[src/rtl/core/tvn_pkg.sv]
// Shared types, constants and register codes of the tiling value noise texel block.
package tvn_pkg;

   localparam int COORD_BITS_DEF = 12;
   localparam int OCTAVES_DEF    = 5;

   // Lattice geometry
   localparam int BASE_LOG           = 3;   // base period 8
   localparam int SPECKLE_PERIOD     = 48;
   localparam int SPECKLE_WRAP_BITS  = 6;
   localparam int NOISE_LAT          = 6;   // register stages through one cell

   // Hash constants
   localparam logic [31:0] HASH_KX = 32'd374761393;
   localparam logic [31:0] HASH_KY = 32'd668265263;
   localparam logic [31:0] HASH_KS = 32'd2246822519;
   localparam logic [31:0] HASH_KM = 32'd1274126177;
   localparam int OCT_SEED_STEP    = 101;
   localparam int SPECKLE_SEED_OFS = 977;

   // Register reset values
   localparam logic [12:0] RESET_SIZE  = 13'd256;
   localparam logic [32:0] RESET_RECIP = 33'(64'd4294967296 / 64'd256);

   // Palette endpoints, scaled by 255 in Q16
   localparam logic [23:0] PAL_DARK_R  = 24'd2673869;
   localparam logic [23:0] PAL_DARK_G  = 24'd2172518;
   localparam logic [23:0] PAL_DARK_B  = 24'd1671168;
   localparam logic [23:0] PAL_LIGHT_R = 24'd7018906;
   localparam logic [23:0] PAL_LIGHT_G = 24'd5849088;
   localparam logic [23:0] PAL_LIGHT_B = 24'd4345037;

   typedef enum logic [1:0] {
      CSR_TEXTURE_SIZE = 2'd0,
      CSR_NOISE_SEED   = 2'd1
   } csr_index_type;

   typedef struct packed {
      logic [11:0] texel_col;
      logic [11:0] texel_row;
   } tvn_req_type;

   typedef struct packed {
      logic [7:0] red;
      logic [7:0] green;
      logic [7:0] blue;
   } tvn_rsp_type;

endpackage

[src/rtl/core/tvn_shade.sv]
// Normalize octave sum, blend with speckle, clamp and map to palette bytes.
module tvn_shade import tvn_pkg::*; #(
   parameter int OCTAVES = OCTAVES_DEF
) (
   input  logic                clock,
   input  logic                reset,
   input  logic                in_valid,
   input  logic [OCTAVES+15:0] in_acc,
   input  logic [15:0]         in_sp,
   output logic                out_valid,
   output tvn_rsp_type         out_data
);

   localparam int AW = OCTAVES + 16;
   localparam longint DIV_OCT = (64'd1 << OCTAVES) - 64'd1;
   localparam logic [32:0] MAC_RECIP = 33'((64'd1 << 32) / DIV_OCT);
   localparam logic [31:0] FIVE_RECIP = 32'd858993459;

   // stage 1: quotient estimate of acc / (2^OCTAVES - 1)
   logic            v1_ff;
   logic [AW-1:0]   acc1_ff;
   logic [15:0]     sp1_ff, sp2_ff;
   logic [16:0]     q1_ff;
   logic [AW+32:0]  mprod;
   // stage 2
   logic            v2_ff;
   logic [15:0]     mac2_ff;
   logic [AW:0]     qd, mrem;
   logic [16:0]     mac_in;
   // stage 3: quotient estimate of (4*macro + speckle) / 5
   logic            v3_ff;
   logic [18:0]     num_c, num3_ff;
   logic [50:0]     fprod;
   logic [16:0]     q3_ff;
   // stage 4
   logic            v4_ff;
   logic [16:0]     t4_ff, t_in;
   logic [18:0]     frem;
   // stage 5
   logic            v5_ff;
   tvn_rsp_type     rsp_ff;
   logic [40:0]     pr, pg, pb;
   logic [23:0]     cr, cg, cb;

   assign mprod = (AW+33)'(in_acc) * (AW+33)'(MAC_RECIP);

   assign qd   = ((AW+1)'(q1_ff) << OCTAVES) - (AW+1)'(q1_ff);
   assign mrem = (AW+1)'(acc1_ff) - qd;
   assign mac_in = (mrem >= (AW+1)'(DIV_OCT)) ? q1_ff + 17'd1 : q1_ff;

   assign num_c = {1'b0, mac2_ff, 2'b00} + 19'(sp2_ff);
   assign fprod = 51'(num_c) * 51'(FIVE_RECIP);

   always_comb begin
      frem = num3_ff - ((19'(q3_ff) << 2) + 19'(q3_ff));
      t_in = (frem >= 19'd5) ? q3_ff + 17'd1 : q3_ff;
      if (t_in > 17'h10000) t_in = 17'h10000;
   end

   assign pr = 41'(PAL_LIGHT_R - PAL_DARK_R) * 41'(t4_ff);
   assign pg = 41'(PAL_LIGHT_G - PAL_DARK_G) * 41'(t4_ff);
   assign pb = 41'(PAL_LIGHT_B - PAL_DARK_B) * 41'(t4_ff);
   assign cr = PAL_DARK_R + pr[39:16];
   assign cg = PAL_DARK_G + pg[39:16];
   assign cb = PAL_DARK_B + pb[39:16];

   always_ff @(posedge clock) begin
      if (reset) begin
         v1_ff <= 1'b0;
         v2_ff <= 1'b0;
         v3_ff <= 1'b0;
         v4_ff <= 1'b0;
         v5_ff <= 1'b0;
      end else begin
         v1_ff <= in_valid;
         v2_ff <= v1_ff;
         v3_ff <= v2_ff;
         v4_ff <= v3_ff;
         v5_ff <= v4_ff;
      end
      acc1_ff <= in_acc;
      sp1_ff  <= in_sp;
      q1_ff   <= mprod[48:32];
      mac2_ff <= mac_in[15:0];
      sp2_ff  <= sp1_ff;
      num3_ff <= num_c;
      q3_ff   <= fprod[48:32];
      t4_ff   <= t_in;
      rsp_ff.red   <= cr[23:16];
      rsp_ff.green <= cg[23:16];
      rsp_ff.blue  <= cb[23:16];
   end

   assign out_valid = v5_ff;
   assign out_data  = rsp_ff;

endmodule

[config.mk]
export PLATFORM = sky130hd
export DESIGN_NAME = tvn_shade
export DESIGN_NICKNAME = d
export VERILOG_FILES = /design/src/rtl/core/tvn_pkg.sv /design/src/rtl/core/tvn_shade.sv
export SDC_FILE = /design/constraint.sdc
export NUM_CORES = 1
export LEC_CHECK = 0
export BUFFER_PORTS_ARGS = -buffer_cell sky130_fd_sc_hd__buf_2
export CAP_MARGIN = 20
export CELL_PAD_IN_SITES_DETAIL_PLACEMENT = 2
export CELL_PAD_IN_SITES_GLOBAL_PLACEMENT = 2
export CORE_UTILIZATION = 46
export CTS_BUF_LIST = sky130_fd_sc_hd__clkbuf_16
export DETAILED_ROUTE_END_ITERATION = 8
export GPL_TIMING_DRIVEN = 0
export PLACE_DENSITY = 0.85
export SETUP_SLACK_MARGIN = 0.1
export SLEW_MARGIN = 20
export SYNTH_ARGS = -nofsm -noshare
export SYNTH_HDL_FRONTEND = slang
export SYNTH_SLANG_ARGS = --single-unit
[constraint.sdc]
create_clock -name clock -period 23.9 [get_ports clock]
set_clock_uncertainty 0.1 [all_clocks]
set_input_delay 3.585 -clock clock [delete_from_list [all_inputs] [get_ports clock]]
set_output_delay 3.585 -clock clock [all_outputs]
set_load 0.03 [all_outputs]
* After elaboration in Yosys (flattened, before gate mapping)
Index checks and enable logic that the tools add are counted.
** Word-level totals
- Bits in registers :: 168
- Bits of input ports :: 40
** Cells by class
- Add/sub/neg operators :: 10
- Magnitude comparators :: 3
- Muxes and demuxes :: 2
- Multiply operators :: 5
** Operator list (number)
- multiplier 19 x 30 -> 49 bit (second input constant) :: 1
- multiplier 21 x 26 -> 47 bit (second input constant) :: 1
- multiplier 23 x 17 -> 40 bit (first input constant) :: 1
- multiplier 22 x 17 -> 39 bit (first input constant) :: 1
- multiplier 21 x 17 -> 38 bit (first input constant) :: 1
- adder 21 x 23 -> 24 bit (first input constant) :: 1
- adder 22 x 23 -> 24 bit (first input constant) :: 1
- adder 22 x 24 -> 24 bit (first input constant) :: 1
- greater-or-equal comparator 22 x 5 -> 1 bit (second input constant) :: 1
- subtractor 21 x 22 -> 22 bit :: 1
- subtractor 22 x 17 -> 22 bit :: 1
- adder 18 x 16 -> 19 bit :: 1
- adder 19 x 17 -> 19 bit :: 1
- greater-or-equal comparator 19 x 3 -> 1 bit (second input constant) :: 1
- subtractor 19 bit :: 1
- adder 17 x 1 -> 17 bit (second input constant) :: 1
- > comparator 17 bit (second input constant) :: 1
- two-way mux 17 bit :: 1
- adder 16 x 1 -> 16 bit (second input constant) :: 1
- two-way mux 16 bit :: 1

* Depth between registers and ports, before layout
- Word-level depth :: 5
- Gate-level depth with buffers :: 41
- Depth with buffers taken out :: 41

* Worst setup path after synthesis
No wires, ideal clock.
- Path kind :: in2reg
- From :: in in_acc[6]
- To :: reg q1_ff[14]
- Library setup time :: 0.072 ns
- Arrival time :: 8.465 ns
- Path slack :: 15.263 ns
- Data required time :: 23.728 ns
- Stages :: 22
- Path through :: ha_1 ha_1 fa_1 inv_1 fa_1 inv_1 fa_1 ha_1 ha_1 a21o_1 a21o_1 a21o_1 a21o_1 a21oi_1 o211ai_1 a31oi_1 o21bai_1 a31o_2 a211o_1 a21o_1 a21oi_1 xnor2_1
** Between the ends
- Word-level cells in the longest chain between the ends :: 1
** Ends and longest elaborated chain
- start, declared :: line tvn_shade.sv:8 : input logic [OCTAVES+15:0] in_acc,
- multiplier 21 x 26 -> 47 bit :: line tvn_shade.sv:45 : assign mprod = (AW+33)'(in_acc) * (AW+33)'(MAC_RECIP);
- via mprod[46] :: line tvn_shade.sv:24 : logic [AW+32:0] mprod;
- end signal, assigned :: line tvn_shade.sv:83 : q1_ff <= mprod[48:32];
- end, declared :: line tvn_shade.sv:23 : logic [16:0] q1_ff;
The timed path passes the listed nets, and every way through them passes these cells.
A chain may end at the register's enable or synchronous reset.

* Worst setup path in the final report
- From :: reg sp2_ff[2]
- To :: reg q3_ff[16]
** Between the ends
- Word-level cells in the longest chain between the ends :: 2
** Ends and longest elaborated chain
- start, declared :: line tvn_shade.sv:22 : logic [15:0] sp1_ff, sp2_ff;
- start signal, assigned :: line tvn_shade.sv:85 : sp2_ff <= sp1_ff;
- adder 18 x 16 -> 19 bit :: line tvn_shade.sv:51 : assign num_c = {1'b0, mac2_ff, 2'b00} + 19'(sp2_ff);
- via num_c[16] :: line tvn_shade.sv:32 : logic [18:0] num_c, num3_ff;
- multiplier 19 x 30 -> 49 bit :: line tvn_shade.sv:52 : assign fprod = 51'(num_c) * 51'(FIVE_RECIP);
- via fprod[48] :: line tvn_shade.sv:33 : logic [50:0] fprod;
- end signal, assigned :: line tvn_shade.sv:87 : q3_ff <= fprod[48:32];
- end, declared :: line tvn_shade.sv:34 : logic [16:0] q3_ff;
The timed path passes the listed nets, and every way through them passes these cells.

==> results by group <==
Critical path
  – Buf/Inv on CP: 5
  – Reg2Reg Depth: 40
  – Critical Path Sink Type: flop
  – Reg-to-Reg Start: sp2_ff[2]
  – Req. time, crit path: roughly 24000 ps
  – CP max stage cell: fa_1
  – Worst Path Max Fanout: 4
  – CP Launch Type: flop
  – Kind of critical path: flop to flop
  – FF-to-FF End: q3_ff[16]
  – Crit path DAT: between 10000 and 15000 ps
  – CP delay by family, top: compound AO/OA/AOI/OAI gates
  – Cell repeated most along the worst path: o21ai_0
  – Slowest stage delay, CP: 650 ps
  – Flop-to-flop setup slack: 12910 ps

Synthesis
  – Avg Inst Size Synth: 9.564 µm²
  – Synth top area share: 0.2873
  – Cell area after synthesis: 0.02748 mm²
  – Register area share after synthesis: 0.1224
  – Ys flop type: dfxtp_1
  – Number of synthesized flops with an enable pin: 0
  – Synth area leaders: ha_1 29%, fa_1 24%, dfxtp_1 12%
  – Syn Inst Count: 2873
  – Asr flop ratio synth: 0
  – Dominant cell type by area after synthesis: ha_1
  – Mapped Nets: 3875
  – Synth Register Bits: 168
  – Synth warnings: 0
  – Synth unique cells: 90

CTS
  – CTS Root Cell: clkbuf_16
  – Clock tree buffer depth: 2
  – Post-CTS Hold Buffers: 0
  – Post-cts sizing count: 0
  – H-tree level count: 4
  – CTS tree: done
  – Setup Buffers After CTS: 0
  – Clk slew on worst S/H paths: 90 ps
  – Clock Sinks: 168
  – CTS buffer count: 17
  – Skew-Pair Late Insertion Delay: 510 ps

Global route
  – Largest net degree at the start of global routing: 20
  – Overflow after GRT: 0
  – Global-route wire length before repair: 160900 µm
  – Initial antenna violation count: 1
  – GRT Total Usage: 0.3530
  – Vias in the first global route: between 20000 and 30000

Cells and area
  – Finished Layout Cells: 3743
  – Footprint of the multi-input gates: 0.02163 mm²
  – Share of cells above drive strength 1: 0.05153
  – Nets: 3958
  – Register area: 0.003363 mm²
  – Post-route cell area: roughly 0.03 mm²
  – Syn-to-layout area delta: 6.953%
  – Filler instances: 6226

Timing
  – F_max: just over 0.09 GHz
  – Slew Limit Fails: 0
  – Fin. Hold Viols: 0
  – Worst Tran Pin Value: 984.9 ps
  – Final worst path period need: ~11000 ps
  – Setup violators final: 0
  – Normalized max-slew margin: 0.3425
  – Setup TNS: 0 ps
  – Unrepaired setup endpoints after global routing: no
  – Final period utilization: 0.4600
  – Worst setup margin: 12910 ps

Detailed routing
  – Drt pass-1 iters: 7
  – # DRC: 0
  – First-iteration detailed-routing DRC count: 822
  – Routed len/inst: roughly 28 µm
  – Final WL: 104600 µm
  – Vias after detailed routing: roughly 22000
  – Vias per Instance: 5.906
  – Antenna-violating nets left: 0

Floorplan
  – Initial core utilization: 0.4656
  – Die W: 246.4 µm
  – Die area: 0.06072 mm²
  – Area of the core: between 0.05 and 0.06 mm²
  – Row count: 89
  – IO Pins: 65
  – Die H: 246.4 µm

Job
  – Max-cap violation count: 0

Placed design
  – Placed instance count: ~3700
  – Placed cell area: 0.02877 mm²
  – Post-DP HPWL: 83130 µm
  – PortBufs: between 60 and 70
  – Worst slack, placed: 13620 ps
  – Routability cong.: ~1

Min path
  – Path category of the worst min-delay check: flop to flop
  – Hold path endpoint: sp2_ff[9]
  – Worst Hold Depth: 0
  – HP Start: sp1_ff[9]

Status
  – Status: finished, final reports clean
-- synth_stat cells, types with 6 or more instances --
| master | instances |
|---|---|
| nand4_1 | 18 |
| nor2_1 | 113 |
| inv_1 | 644 |
| nor2b_1 | 27 |
| a211oi_1 | 18 |
| nand2_1 | 97 |
| or3_1 | 9 |
| dfxtp_1 | 168 |
| nor3_1 | 43 |
| xnor2_1 | 111 |
| nand3_1 | 44 |
| a211o_1 | 12 |
| mux2_2 | 6 |
| a21o_1 | 67 |
| a31oi_1 | 24 |
| nor3b_1 | 7 |
| a21boi_0 | 10 |
| fa_1 | 331 |
| a21oi_1 | 92 |
| o31ai_1 | 9 |
| mux2i_1 | 11 |
| xor2_1 | 45 |
| o21ai_0 | 68 |
| o211ai_1 | 24 |
| ha_1 | 631 |
| nand2b_1 | 17 |
| and4_1 | 6 |
| or2_2 | 17 |
| o21bai_1 | 13 |
| nor4_1 | 8 |
| and2_1 | 8 |
| and3_1 | 17 |
| o22ai_1 | 10 |
| o21a_1 | 23 |
| clkbuf_1 | 14 |
-- placed cells by master (no fill, tap or decap), types with 14 or more instances in the layout --
cell type and n:
a21o_1 67, or2_2 17, a21oi_1 92, o21a_1 23
clkbuf_1 14, a31oi_1 24, nand2b_1 17, clkbuf_16 17
fa_1 331, nand4_1 18, xor2_1 45, xnor2_1 111
o211ai_1 24, ha_1 631, dfxtp_1 168, nor2_1 113
o21ai_0 68, inv_1 644, and3_1 17, a211oi_1 18
nand3_1 44, buf_2 66, nor2b_1 27, nand2_1 97
nor3_1 43
-- worst max path at each step --
stage | endpoint | start | cells past startpoint | slack [ps]
2_1_floorplan | q1_ff[14] | in_acc[6] | 22 | 15260
3_3_place_gp | q3_ff[16] | mac2_ff[0] | 40 | 14400
3_5_place_dp | q3_ff[16] | sp2_ff[2] | 40 | 13620
4_1_cts | q3_ff[16] | sp2_ff[2] | 40 | 13080
5_1_grt | q3_ff[16] | sp2_ff[2] | 40 | 12420
6_report | q3_ff[16] | sp2_ff[2] | 40 | 12910
-- per-stage QoR --
step	hold slack, ps	util
2_1_floorplan	209.6	-
3_3_place_gp	216.6	0.4874
3_5_place_dp	218.6	0.4874
4_1_cts	244.7	0.4979
6_report	244.4	0.4979
5_1_grt	245.9	0.4979
-- layer usage --
metal  vias up  global-route usage  part of all wire
met5         -                   0                 0
met4         0              0.2262             0.067
met3       397             0.05229             0.033
met2       632              0.6827              0.54
met1     11350              0.3461              0.36
li1       9726                   -                 -
-- sequential cells by signal, summed over array words and instances, names as in the netlist --
| name | count |
|---|---|
| acc1_ff | 21 |
| mac2_ff | 16 |
| num3_ff | 19 |
| out_data | 24 |
| out_valid | 1 |
| q1_ff | 17 |
| q3_ff | 17 |
| sp1_ff | 16 |
| sp2_ff | 16 |
| t4_ff | 17 |
| v1_ff | 1 |
| v2_ff | 1 |
| v3_ff | 1 |
| v4_ff | 1 |
-- cell type report --
| cell class | instances | area share |
|---|---|---|
| diodes | 1 | 0.00008515 |
| plain buffers | 16 | 0.002129 |
| clock buffers | 17 | 0.01448 |
| clock inverters | 15 | 0.006642 |
| inverters | 645 | 0.08238 |
| multi-input cells | 2044 | 0.7360 |
| flip-flops and latches | 168 | 0.1144 |
| well taps | 773 | 0.03291 |
| repair buffers | 64 | 0.01090 |
-- logic make-up after synthesis --
| group | synth area share |
|---|---|
| compound gates | 0.1176 |
| mux | 0.006466 |
| xor+xnor | 0.04972 |
| simple gates | 0.08492 |
| flops | 0.1224 |
| buf+inv | 0.09039 |
| fa+ha+maj | 0.5285 |
Power is not shown: default switching activity piles up to over one toggle a cycle in this logic, so the estimate is an artifact.
