==> config.mk <==
export PLATFORM = sky130hd
export DESIGN_NAME = tvn_recip
export DESIGN_NICKNAME = d
export VERILOG_FILES = /design/src/rtl/core/tvn_pkg.sv /design/src/rtl/core/tvn_recip.sv
export SDC_FILE = /design/constraint.sdc
export NUM_CORES = 1
export LEC_CHECK = 0
export BUFFER_PORTS_ARGS = -buffer_cell sky130_fd_sc_hd__buf_2
export CAP_MARGIN = 20
export CELL_PAD_IN_SITES_DETAIL_PLACEMENT = 2
export CELL_PAD_IN_SITES_GLOBAL_PLACEMENT = 2
export CORE_UTILIZATION = 38
export DETAILED_ROUTE_END_ITERATION = 6
export GPL_ROUTABILITY_DRIVEN = 1
export PLACE_DENSITY_LB_ADDON = 0.25
export SLEW_MARGIN = 20
export SYNTH_ARGS = -nofsm -noshare
export SYNTH_HDL_FRONTEND = slang
export SYNTH_SLANG_ARGS = --single-unit
==> constraint.sdc <==
create_clock -name clock -period 4.08 [get_ports clock]
set_input_delay 0 -clock clock [delete_from_list [all_inputs] [get_ports clock]]
set_output_delay 0 -clock clock [all_outputs]
set_load 0.02 [all_outputs]
==> src/rtl/core/tvn_pkg.sv <==
// Shared types, constants and register codes of the tiling value noise texel block.
package tvn_pkg;

   localparam int COORD_BITS_DEF = 12;
   localparam int OCTAVES_DEF    = 5;

   // Lattice geometry
   localparam int BASE_LOG           = 3;   // base period 8
   localparam int SPECKLE_PERIOD     = 48;
   localparam int SPECKLE_WRAP_BITS  = 6;
   localparam int NOISE_LAT          = 6;   // register stages through one cell

   // Hash constants
   localparam logic [31:0] HASH_KX = 32'd374761393;
   localparam logic [31:0] HASH_KY = 32'd668265263;
   localparam logic [31:0] HASH_KS = 32'd2246822519;
   localparam logic [31:0] HASH_KM = 32'd1274126177;
   localparam int OCT_SEED_STEP    = 101;
   localparam int SPECKLE_SEED_OFS = 977;

   // Register reset values
   localparam logic [12:0] RESET_SIZE  = 13'd256;
   localparam logic [32:0] RESET_RECIP = 33'(64'd4294967296 / 64'd256);

   // Palette endpoints, scaled by 255 in Q16
   localparam logic [23:0] PAL_DARK_R  = 24'd2673869;
   localparam logic [23:0] PAL_DARK_G  = 24'd2172518;
   localparam logic [23:0] PAL_DARK_B  = 24'd1671168;
   localparam logic [23:0] PAL_LIGHT_R = 24'd7018906;
   localparam logic [23:0] PAL_LIGHT_G = 24'd5849088;
   localparam logic [23:0] PAL_LIGHT_B = 24'd4345037;

   typedef enum logic [1:0] {
      CSR_TEXTURE_SIZE = 2'd0,
      CSR_NOISE_SEED   = 2'd1
   } csr_index_type;

   typedef struct packed {
      logic [11:0] texel_col;
      logic [11:0] texel_row;
   } tvn_req_type;

   typedef struct packed {
      logic [7:0] red;
      logic [7:0] green;
      logic [7:0] blue;
   } tvn_rsp_type;

endpackage

==> src/rtl/core/tvn_recip.sv <==
// Restoring divider that forms floor(2^32 / texture_size) after a size write.
module tvn_recip import tvn_pkg::*; (
   input  logic        clock,
   input  logic        reset,
   input  logic        load,
   input  logic [12:0] size,
   output logic        busy,
   output logic [32:0] recip
);

   logic        active_ff, active_in;
   logic [12:0] size_ff, size_in;
   logic [12:0] rem_ff, rem_in;
   logic [32:0] quo_ff, quo_in;
   logic [5:0]  count_ff, count_in;
   logic [32:0] recip_ff, recip_in;
   logic [13:0] trial;
   logic [13:0] diff;

   always_comb begin
      active_in = active_ff;
      size_in   = size_ff;
      rem_in    = rem_ff;
      quo_in    = quo_ff;
      count_in  = count_ff;
      recip_in  = recip_ff;
      // dividend 2^32: only its top bit is set
      trial = {rem_ff, (count_ff == 6'd0)};
      diff  = trial - {1'b0, size_ff};
      if (active_ff) begin
         if (trial >= {1'b0, size_ff}) begin
            rem_in = diff[12:0];
            quo_in = {quo_ff[31:0], 1'b1};
         end else begin
            rem_in = trial[12:0];
            quo_in = {quo_ff[31:0], 1'b0};
         end
         count_in = count_ff + 6'd1;
         if (count_ff == 6'd32) begin
            active_in = 1'b0;
            recip_in  = quo_in;
         end
      end else if (load) begin
         if (size <= 13'd1) begin
            recip_in = 33'h1_0000_0000;   // zero size acts as one
         end else begin
            active_in = 1'b1;
            size_in   = size;
            rem_in    = '0;
            quo_in    = '0;
            count_in  = '0;
         end
      end
   end

   always_ff @(posedge clock) begin
      if (reset) begin
         active_ff <= 1'b0;
         recip_ff  <= RESET_RECIP;
         count_ff  <= '0;
      end else begin
         active_ff <= active_in;
         recip_ff  <= recip_in;
         count_ff  <= count_in;
      end
      size_ff <= size_in;
      rem_ff  <= rem_in;
      quo_ff  <= quo_in;
   end

   assign busy  = active_ff;
   assign recip = recip_ff;

endmodule

* After elaboration in Yosys (flattened, before gate mapping) *
Index checks and enable logic that the tools add are counted.

operators by class
  equality and inequality tests = 3
  magnitude comparators = 2
  multiplexer cells = 19
  reductions and logical operators = 6
  add/sub/neg operators = 2
  bitwise operators = 2

operators with widths
  operator                                                         count
  2-to-1 mux 33 bit                                                4
  2-to-1 mux 32 bit                                                3
  2-to-1 mux 13 bit                                                4
  2-to-1 mux 6 bit                                                 3
  >= comparator 14 x 13 -> 1 bit                                   1
  less-or-equal comparator 13 x 1 -> 1 bit, second input constant  1
  subtractor 13 bit                                                1
  adder 6 x 1 -> 6 bit, second input constant                      1
  == test 6 bit, second input constant                             1
  logical NOT 6 bit                                                1
  AND reduction 3 bit                                              2
  2-to-1 mux 1 bit                                                 5
  nonzero test 2 bit                                               2
  != test 2 x 1 -> 1 bit, second input constant                    1
  != test 2 bit, second input constant                             1
  inverter 1 bit                                                   2
  AND reduction 2 bit                                              1

word-level totals
  output and inout port bits = 34
  register bits after elaboration = 98
  logic and storage cells = 40
  bits of input ports = 16

* Logic depth before layout (Yosys ltp) *
Gate-level depths: netlist of run 1.

  depth after elaboration = 5
  gate-level depth with buffers = 15
  depth with buffers taken out = 13

* Worst setup path after synthesis of run 1 *
OpenSTA, ideal clock, no wires.

  path type = register to register
  start point = register count_ff[0]
  end point = register rem_ff[12] (data pin)
  cell stages (with the launch flop) = 15
  slack = 1.233 ns
  arrival = 2.586 ns
  data required time = 3.819 ns
  clock period less this slack = 2.847 ns
  path buffers = 1
  library setup time = 0.261 ns
  path through = dfxtp_1 -> inv_1 -> ha_1 -> nor4b_1 -> nand2b_1 -> ha_1 -> inv_1 -> fa_1 -> a211oi_2 -> o21ai_2 -> a31oi_1 -> o21ai_1 -> buf_6 -> nor2b_1 -> a311o_1

between the ends
  cells in the longest elaborated chain, start to end = 4
  elaborated cells between the ends (all ways) = 5
  classes of those cells = add/sub: 1; order compare: 1; mux: 2; reduce/logical: 1

RTL lines
  item                                                                 RTL line                          RTL
  start: declaration                                                   tvn_recip.sv:15                   logic [5:0] count_ff, count_in;
  start signal: assignment                                             tvn_recip.sv:64                   count_ff <= count_in;
  logical NOT 6 bit (*)                                                tvn_recip.sv:28                   trial = {rem_ff, (count_ff == 6'd0)};
  subtractor 13 bit or >= comparator 14 x 13 -> 1 bit (tied branches)  tvn_recip.sv:29, tvn_recip.sv:31
  2-to-1 mux 13 bit (*)                                                tvn_recip.sv:31                   if (trial >= {1'b0, size_ff}) begin
  2-to-1 mux 13 bit (*)                                                tvn_recip.sv:30                   if (active_ff) begin
  end signal: assignment                                               tvn_recip.sv:67                   rem_ff <= rem_in;
  end: declaration                                                     tvn_recip.sv:13                   logic [12:0] rem_ff, rem_in;

Every way passes the cells marked *; elsewhere a longest branch is shown, timed or not.
A chain may end at the register's enable or synchronous reset.

* Worst setup path after layout of run 1 *
Same ends and word-level chain as after synthesis.

==> summary.md, run 1 <==
| Metric | Value |
|---|---|
| Status | complete, no violations |
| Seq/Total Area, Yosys | 0.593 |
| Largest net degree at the start of global routing | 54 |
| Actual slew at the worst max-slew pin | 0.748 ns |
| Area Growth Syn to Fin | 18.6% |
| Core Util, Final | 0.465 |
| Place WS | 0.933 ns |
| Final Setup Violations | 0 |
| Worst hold path type | in2reg |
| I/O pins | 50 |
| Gr usage total | 0.205 |
| CORE AREA | 10,900 um^2 |
| Wl on met1 | 4840 um |
| Pre-antenna DRT Iters | 4 |
| Yosys Warn Count | 0 |
| Antenna Cells | 0 |
| Hold Violations, Final | 0 |
| Synth Area in Adders | 0.0485 |
| Final wirelength | 11,000 um |
| Flops & latches, synth | 98 |
| CP max stage delay | 0.44 ns |
| Startpoint types | register |
| Crit Path Max Fanout | 11 |
| Vias in the first global route | 3,317 |
| Final min period | 3.19 ns |
| Syn Inst Count | 374 |
| Met3 WL post-DR | 302 um |
| Critical Path AT | 3.28 ns |
| Sum Neg Setup Slack | 0 ns |
| CTS tree | done |
| Syn nets | 406 |
| FP Rows | 38 |
| Worst Path Required | 4.18 ns |
| Mapped cell area | 4290 um^2 |
| Max_cap viols | 0 |
| Cell variety after synth | 52 |
| Crit-path cells | inv_1 > ha_1 > nor4b_1 > nand2b_1 > ha_1 > inv_1 > fa_1 > a211oi_2 > o21ai_2 > a31oi_1 > o21ai_1 > buf_4 > nor2b_1 > a311o_1 |
| CTS HTree Levels | 3 |
| Max clock buf depth | 2 |
| Final antenna-violating net count | 0 |
| Async set-reset flop share out of synthesis | 0 |
| Gr ovfl total | 0 |
| Synth Area in Simple Gates | 0.151 |
| Fmax | 314 MHz |
| Slowest CP cell | fa_1 |
| Routed via count | 3,079 |
| Non-Filler Instances | 580 |
| Post-synthesis xor/xnor area fraction | 0.0163 |
| Fin worst setup slack | 0.893 ns |
| Routed wire per std cell | 19.0 um |
| Syn_area_per_cell | 11.5 um^2 |
| Cells resized by post-CTS repair | 0 |
| Iteration-0 DRC Markers | 82 |
| Highest routed layer | met4 |
| Largest family of logic cells by synthesized area | simple AND/OR/NAND/NOR gates |
| Post-route DRC | 0 |
| Post-synthesis mux area share | 0.0187 |
| Clk pin slew, worst setup/hold paths | 0.07 ns |
| Slew Viols, Final | 0 |
| HPWL reported at the end of detailed placement | 7010 um |
| Filler cells | 1,126 |
| Power Density | 465 nW/um^2 |
| CP Capture Type | register |
| Met2 WL | 5710 um |
| Relative slew slack | 0.501 |
| Worst-Skew Late Latency | 0.35 ns |
| CTS Buf Count | 9 |
| Complex-gate fraction of the synthesized area | 0.132 |
| Most frequent cells in the layout | edfxtp_1, buf_2, nor2_1 |
| CP Class | reg2reg |
| Final Net Count | 467 |
| RSZ-0062 raised after global routing | false |
| First-pass GRT wire length | 17,700 um |
| Layout cell share with drive strength beyond 1 | 0.180 |
| Chip height | 108 um |
| Ys flop type | edfxtp_1 |
| Worst Skew | 0.00898 ns |
| Initial antenna violation count | 0 |
| Max IR drop VDD | 238 uV |
| Dpl cell area | 4670 um^2 |
| Via/cell ratio | 5.31 |
| Clock root buffer | clkbuf_16 |
| Initial cell density of the core | 0.392 |
| Crit share post-route | 0.781 |
| Fin area | 5080 um^2 |
| Most common cell after layout, fill and taps aside | edfxtp_1 |
| Clock sink total | 98 |
| DP Cell Count | 551 |
| Die area | 11,700 um^2 |
| PortBufs | 49 |
| Overall die width | 108 um |
| Gpl congestion | 0.769 |
| Number of enable flip-flop cells after synthesis | 58 |
| Static Leakage | 2.08 nW |
==> worst paths after layout <==
kind / end / start / cells past startpoint / slack (ns)
worst min register to register: recip[32] / recip[32] / 2 / 0.46
worst min-delay path: busy / load / 3 / 0.14
worst max-delay path: rem_ff[12] / count_ff[0] / 14 / 0.89
worst max register to register: rem_ff[12] / count_ff[0] / 14 / 0.89
==> per-stage QoR <==
stage                     hold slack [ns]  total power, mW
after CTS                           0.127             2.38
after detailed placement            0.191             1.55
after global placement              0.180             1.53
after global routing                0.208             2.47
final                               0.144             2.36
after floorplan                    0.0989             1.44
==> where the power goes <==
group / total (mW) / switching, mW / internal (mW)
logic: 0.389 / 0.230 / 0.159
clock network: 0.826 / 0.377 / 0.448
registers: 1.15 / 0.0285 / 1.12
==> cell usage after synthesis (all sizes together), types with 2 or more instances <==
| cell | count | area, um^2 |
|---|---|---|
| nor3 | 4 | 20.0 |
| o211a | 2 | 20.0 |
| nor2b | 7 | 43.8 |
| nand4 | 2 | 12.5 |
| edfxtp | 58 | 1740 |
| nand2b | 4 | 25.0 |
| or2 | 2 | 12.5 |
| a21oi | 16 | 83.8 |
| o22ai | 3 | 18.8 |
| clkbuf | 13 | 48.8 |
| xnor2 | 5 | 43.8 |
| buf | 6 | 42.5 |
| nand3 | 4 | 20.0 |
| a22oi | 31 | 233 |
| dfxtp | 40 | 801 |
| mux2i | 8 | 80.1 |
| o211ai | 4 | 35.0 |
| nor4 | 3 | 18.8 |
| ha | 15 | 188 |
| a21o | 2 | 15.0 |
| o21ai | 7 | 38.8 |
| a211oi | 2 | 20.0 |
| and2 | 33 | 206 |
| nand2 | 12 | 45.0 |
| xor2 | 3 | 26.3 |
| nand3b | 2 | 15.0 |
| nor3b | 3 | 22.5 |
| nor2 | 44 | 165 |
| inv | 22 | 82.6 |
==> cell families (layout without fill, tap and decap cells) <==
kind of cell | Yosys count | in the layout
buffers and inverters | 41 | 107
adders and majority gates | 16 | 16
and+or+nand+nor | 125 | 125
DFF | 98 | 98
AOI/OAI and AO/OA | 78 | 78
xor gates and xnor gates | 8 | 8
muxes | 8 | 8
==> layout make-up <==
class / count / area, um^2 / share of cell area
clock buffer: 12 / 256 / 0.0505
clock inverter: 4 / 25.0 / 0.00492
inverter: 22 / 82.6 / 0.0162
multi-input combinational: 235 / 1570 / 0.310
sequential: 98 / 2540 / 0.500
tap: 140 / 175 / 0.0345
timing repair buffer: 69 / 428 / 0.0842
==> critical path: cells and delay by family, from the launching register on <==
kind	cells	cell delay (ns)
compound gates	5	1.00
fa+ha+maj	3	0.81
simple gates	3	0.41
flops	1	0.39
buf+inv	3	0.33
==> state kept, by name (all words and copies together) (netlist names) <==
| name | flops |
|---|---|
| busy | 1 |
| count_ff | 6 |
| quo_ff | 32 |
| recip | 33 |
| rem_ff | 13 |
| size_ff | 13 |
==> per-layer routing <==
metal  track usage  vias up
met1         0.244     1555
met4        0.0734        0
met2         0.359       43
li1              -     1468
met3        0.0458       13
met5             0        -
==> timing repair <==
item                                    in CTS  in global routing
hold buffers                                13                  0
hold endpoints to repair                    13                  0
endpoints found under the setup margin       0                  0
setup buffers                                0                  0
(Power assumes the default switching activity.)
==> inputs of run 2 (changes only) <==
--- a/config.mk
+++ b/config.mk
@@ -9,7 +9,7 @@
 export CAP_MARGIN = 20
 export CELL_PAD_IN_SITES_DETAIL_PLACEMENT = 2
 export CELL_PAD_IN_SITES_GLOBAL_PLACEMENT = 2
-export CORE_UTILIZATION = 38
+export CORE_UTILIZATION = 35
 export DETAILED_ROUTE_END_ITERATION = 6
 export GPL_ROUTABILITY_DRIVEN = 1
 export PLACE_DENSITY_LB_ADDON = 0.25
==> constraint.sdc (replaced) <==
create_clock -name clock -period 2.68 [get_ports clock]
set_input_delay 0 -clock clock [delete_from_list [all_inputs] [get_ports clock]]
set_output_delay 0 -clock clock [all_outputs]
set_load 0.02 [all_outputs]
==> run 2 against run 1 <==
Against the previous run: the run now ends with negative setup slack left; via count grew 1.8%; count of clock-buffer cells in the layout shrank 2; sequential share of layout area shrank 2.6 points; final area grew 5.6%; critical path type unchanged.
==> summary.md, run 2 (synthesis gave the netlist of run 1 again) <==
| Metric | Value |
|---|---|
| Fin worst setup slack | -0.196 ns |
| Clock power frac | 0.356 |
| Critical Path Most Common Cell | inv_2 |
| Pre-antenna DRT Iters | 4 |
| Crit-path cells | inv_2 > ha_4 > nor4b_4 > nand2b_1 > ha_2 > inv_2 > fa_2 > a211oi_4 > o21ai_2 > a2111oi_2 > nor3_1 > nor4bb_1 > a311o_1 |
| Critical Path AT | 2.98 ns |
| Startpoint types | register |
| CP max stage delay | 0.36 ns |
| CP Class | reg2reg |
| Max_cap viols | 0 |
| Core Util, Final | 0.449 |
| Final min period | 2.88 ns |
| Worst-Skew Late Latency | 0.35 ns |
| Non-Filler Instances | 603 |
| CTS Buf Count | 9 |
| Worst Path Required | 2.78 ns |
| Most common cell after layout, fill and taps aside | edfxtp_1 |
| Post-route DRC | 0 |
| CORE AREA | 12,000 um^2 |
| Failing checks | negative setup slack |
| CTS tree | done |
| Clk pin slew, worst setup/hold paths | 0.07 ns |
| Met2 Resource Use GR | 0.333 |
| Die area | 12,700 um^2 |
| CTS HTree Levels | 3 |
| Final antenna-violating net count | 0 |
| Slew Viols, Final | 0 |
| Int Power | 2.80 mW |
| Comb power frac | 0.187 |
| Crit Path Max Fanout | 3 |
| I/O pins | 50 |
| Power, Total | 3.82 mW |
| Worst hold path type | in2reg |
| Clock sink total | 98 |
| Status | complete, but fails checks |
| Fmax | 348 MHz |
| Power Density | 711 nW/um^2 |
| Worst Skew | 0.00688 ns |
| CP Capture Type | register |
| First-pass GRT wire length | 17,800 um |
| PortBufs | 49 |
| Final Setup Violations | 6 |
| Gr ovfl total | 0 |
| GRT met1 Usage | 0.214 |
| Via/cell ratio | 5.20 |
| Place WS | -0.316 ns |
| Largest net degree at the start of global routing | 54 |
| Routed via count | 3,134 |
| Area Growth Syn to Fin | 25.2% |
| Hold Violations, Final | 0 |
| Max IR drop VDD | 310 uV |
| Sw Pwr | 1.02 mW |
| Initial cell density of the core | 0.358 |
| M3 GR Usage | 0.0351 |
| Actual slew at the worst max-slew pin | 0.792 ns |
| Vias in the first global route | 3,419 |
| Gr usage total | 0.186 |
| Sw frac | 0.267 |
| Iteration-0 DRC Markers | 88 |
| Initial antenna violation count | 0 |
| GRT Max-Usage Layer | met2 |
| Layout cell share with drive strength beyond 1 | 0.257 |
| Slowest CP cell | fa_2 |
| Overall die width | 113 um |
| RSZ-0062 raised after global routing | true |
| Relative slew slack | 0.472 |
| Gpl congestion | 0.752 |
| Static Leakage | 2.20 nW |
| Clock root buffer | clkbuf_16 |
| Chip height | 113 um |
| Max FFs per register | 33 |
| Flop pwr share | 0.458 |
| HPWL reported at the end of detailed placement | 7130 um |
| Most frequent cells in the layout | edfxtp_1, buf_2, nor2_1 |
| Antenna Cells | 0 |
| DP Cell Count | 568 |
| Max clock buf depth | 2 |
| Final wirelength | 10,900 um |
| Final Net Count | 483 |
| Crit share post-route | 1.07 |
| Routed wire per std cell | 18.1 um |
| FP Rows | 40 |
## run 2: path summary, 6_finish.rpt
kind	startpoint	endpoint	slack (ns)	cells after the start
setup / recovery	count_ff[0]	rem_ff[12]	-0.20	13
setup reg to reg	count_ff[0]	rem_ff[12]	-0.20	13
hold reg to reg	recip[32]	recip[32]	0.46	2
hold / removal	load	count_ff[5]	0.11	4
## run 2: power groups by stage
| stage | clock, mW | combinational (mW) | sequential [mW] |
|---|---|---|---|
| CTS | 1.39 | 0.673 | 1.75 |
| global placement | 0 | 0.563 | 1.77 |
| floorplan | 0 | 0.433 | 1.76 |
| global route | 1.44 | 0.779 | 1.76 |
| detailed placement | 0 | 0.602 | 1.78 |
| finish | 1.36 | 0.713 | 1.75 |
## run 2: per-layer routing
metal | routed length [um] | up-vias | part of all wire
li1 | - | 1500 | -
met1 | 4840 | 1586 | 0.44
met2 | 5580 | 36 | 0.51
met3 | 272 | 12 | 0.025
met4 | 215 | 0 | 0.020
met5 | 0 | - | 0
## run 2: cell type report
class,instances,area (um^2)
flip-flops and latches,98,2550
well taps,147,184
fillers,1228,6590
inverters,22,82.6
multi-input cells,235,1680
repair buffers,85,559
clock buffers,10,250
clock inverters,6,61.3
## run 2: what timing repair did
action | in CTS | in global routing
pin swaps | 3 | 3
gates cloned | 0 | 0
endpoints found under the hold margin | 13 | 0
setup buffers | 4 | 2
endpoints found under the setup margin | 15 | 15
resized for setup | 18 | 9
hold buffers | 13 | 0
## run 2: worst max-delay path, delay by kind of cell, from the launching register on
family,cells,cell delay [ns]
AOI/OAI and AO/OA,4,1.00
adders and majority gates,3,0.70
and+or+nand+nor,4,0.49
DFF,1,0.34
buffers and inverters,2,0.09
## run 2: through the flow
step,instance area [um^2],setup TNS [ns],hold slack [ns]
after floorplan,4290,-0.108,0.0989
after global placement,4760,-0.596,0.184
after detailed placement,4760,-3.17,0.185
after CTS,5310,-0.520,0.101
after global routing,5370,-1.91,0.151
final,5370,-0.357,0.107
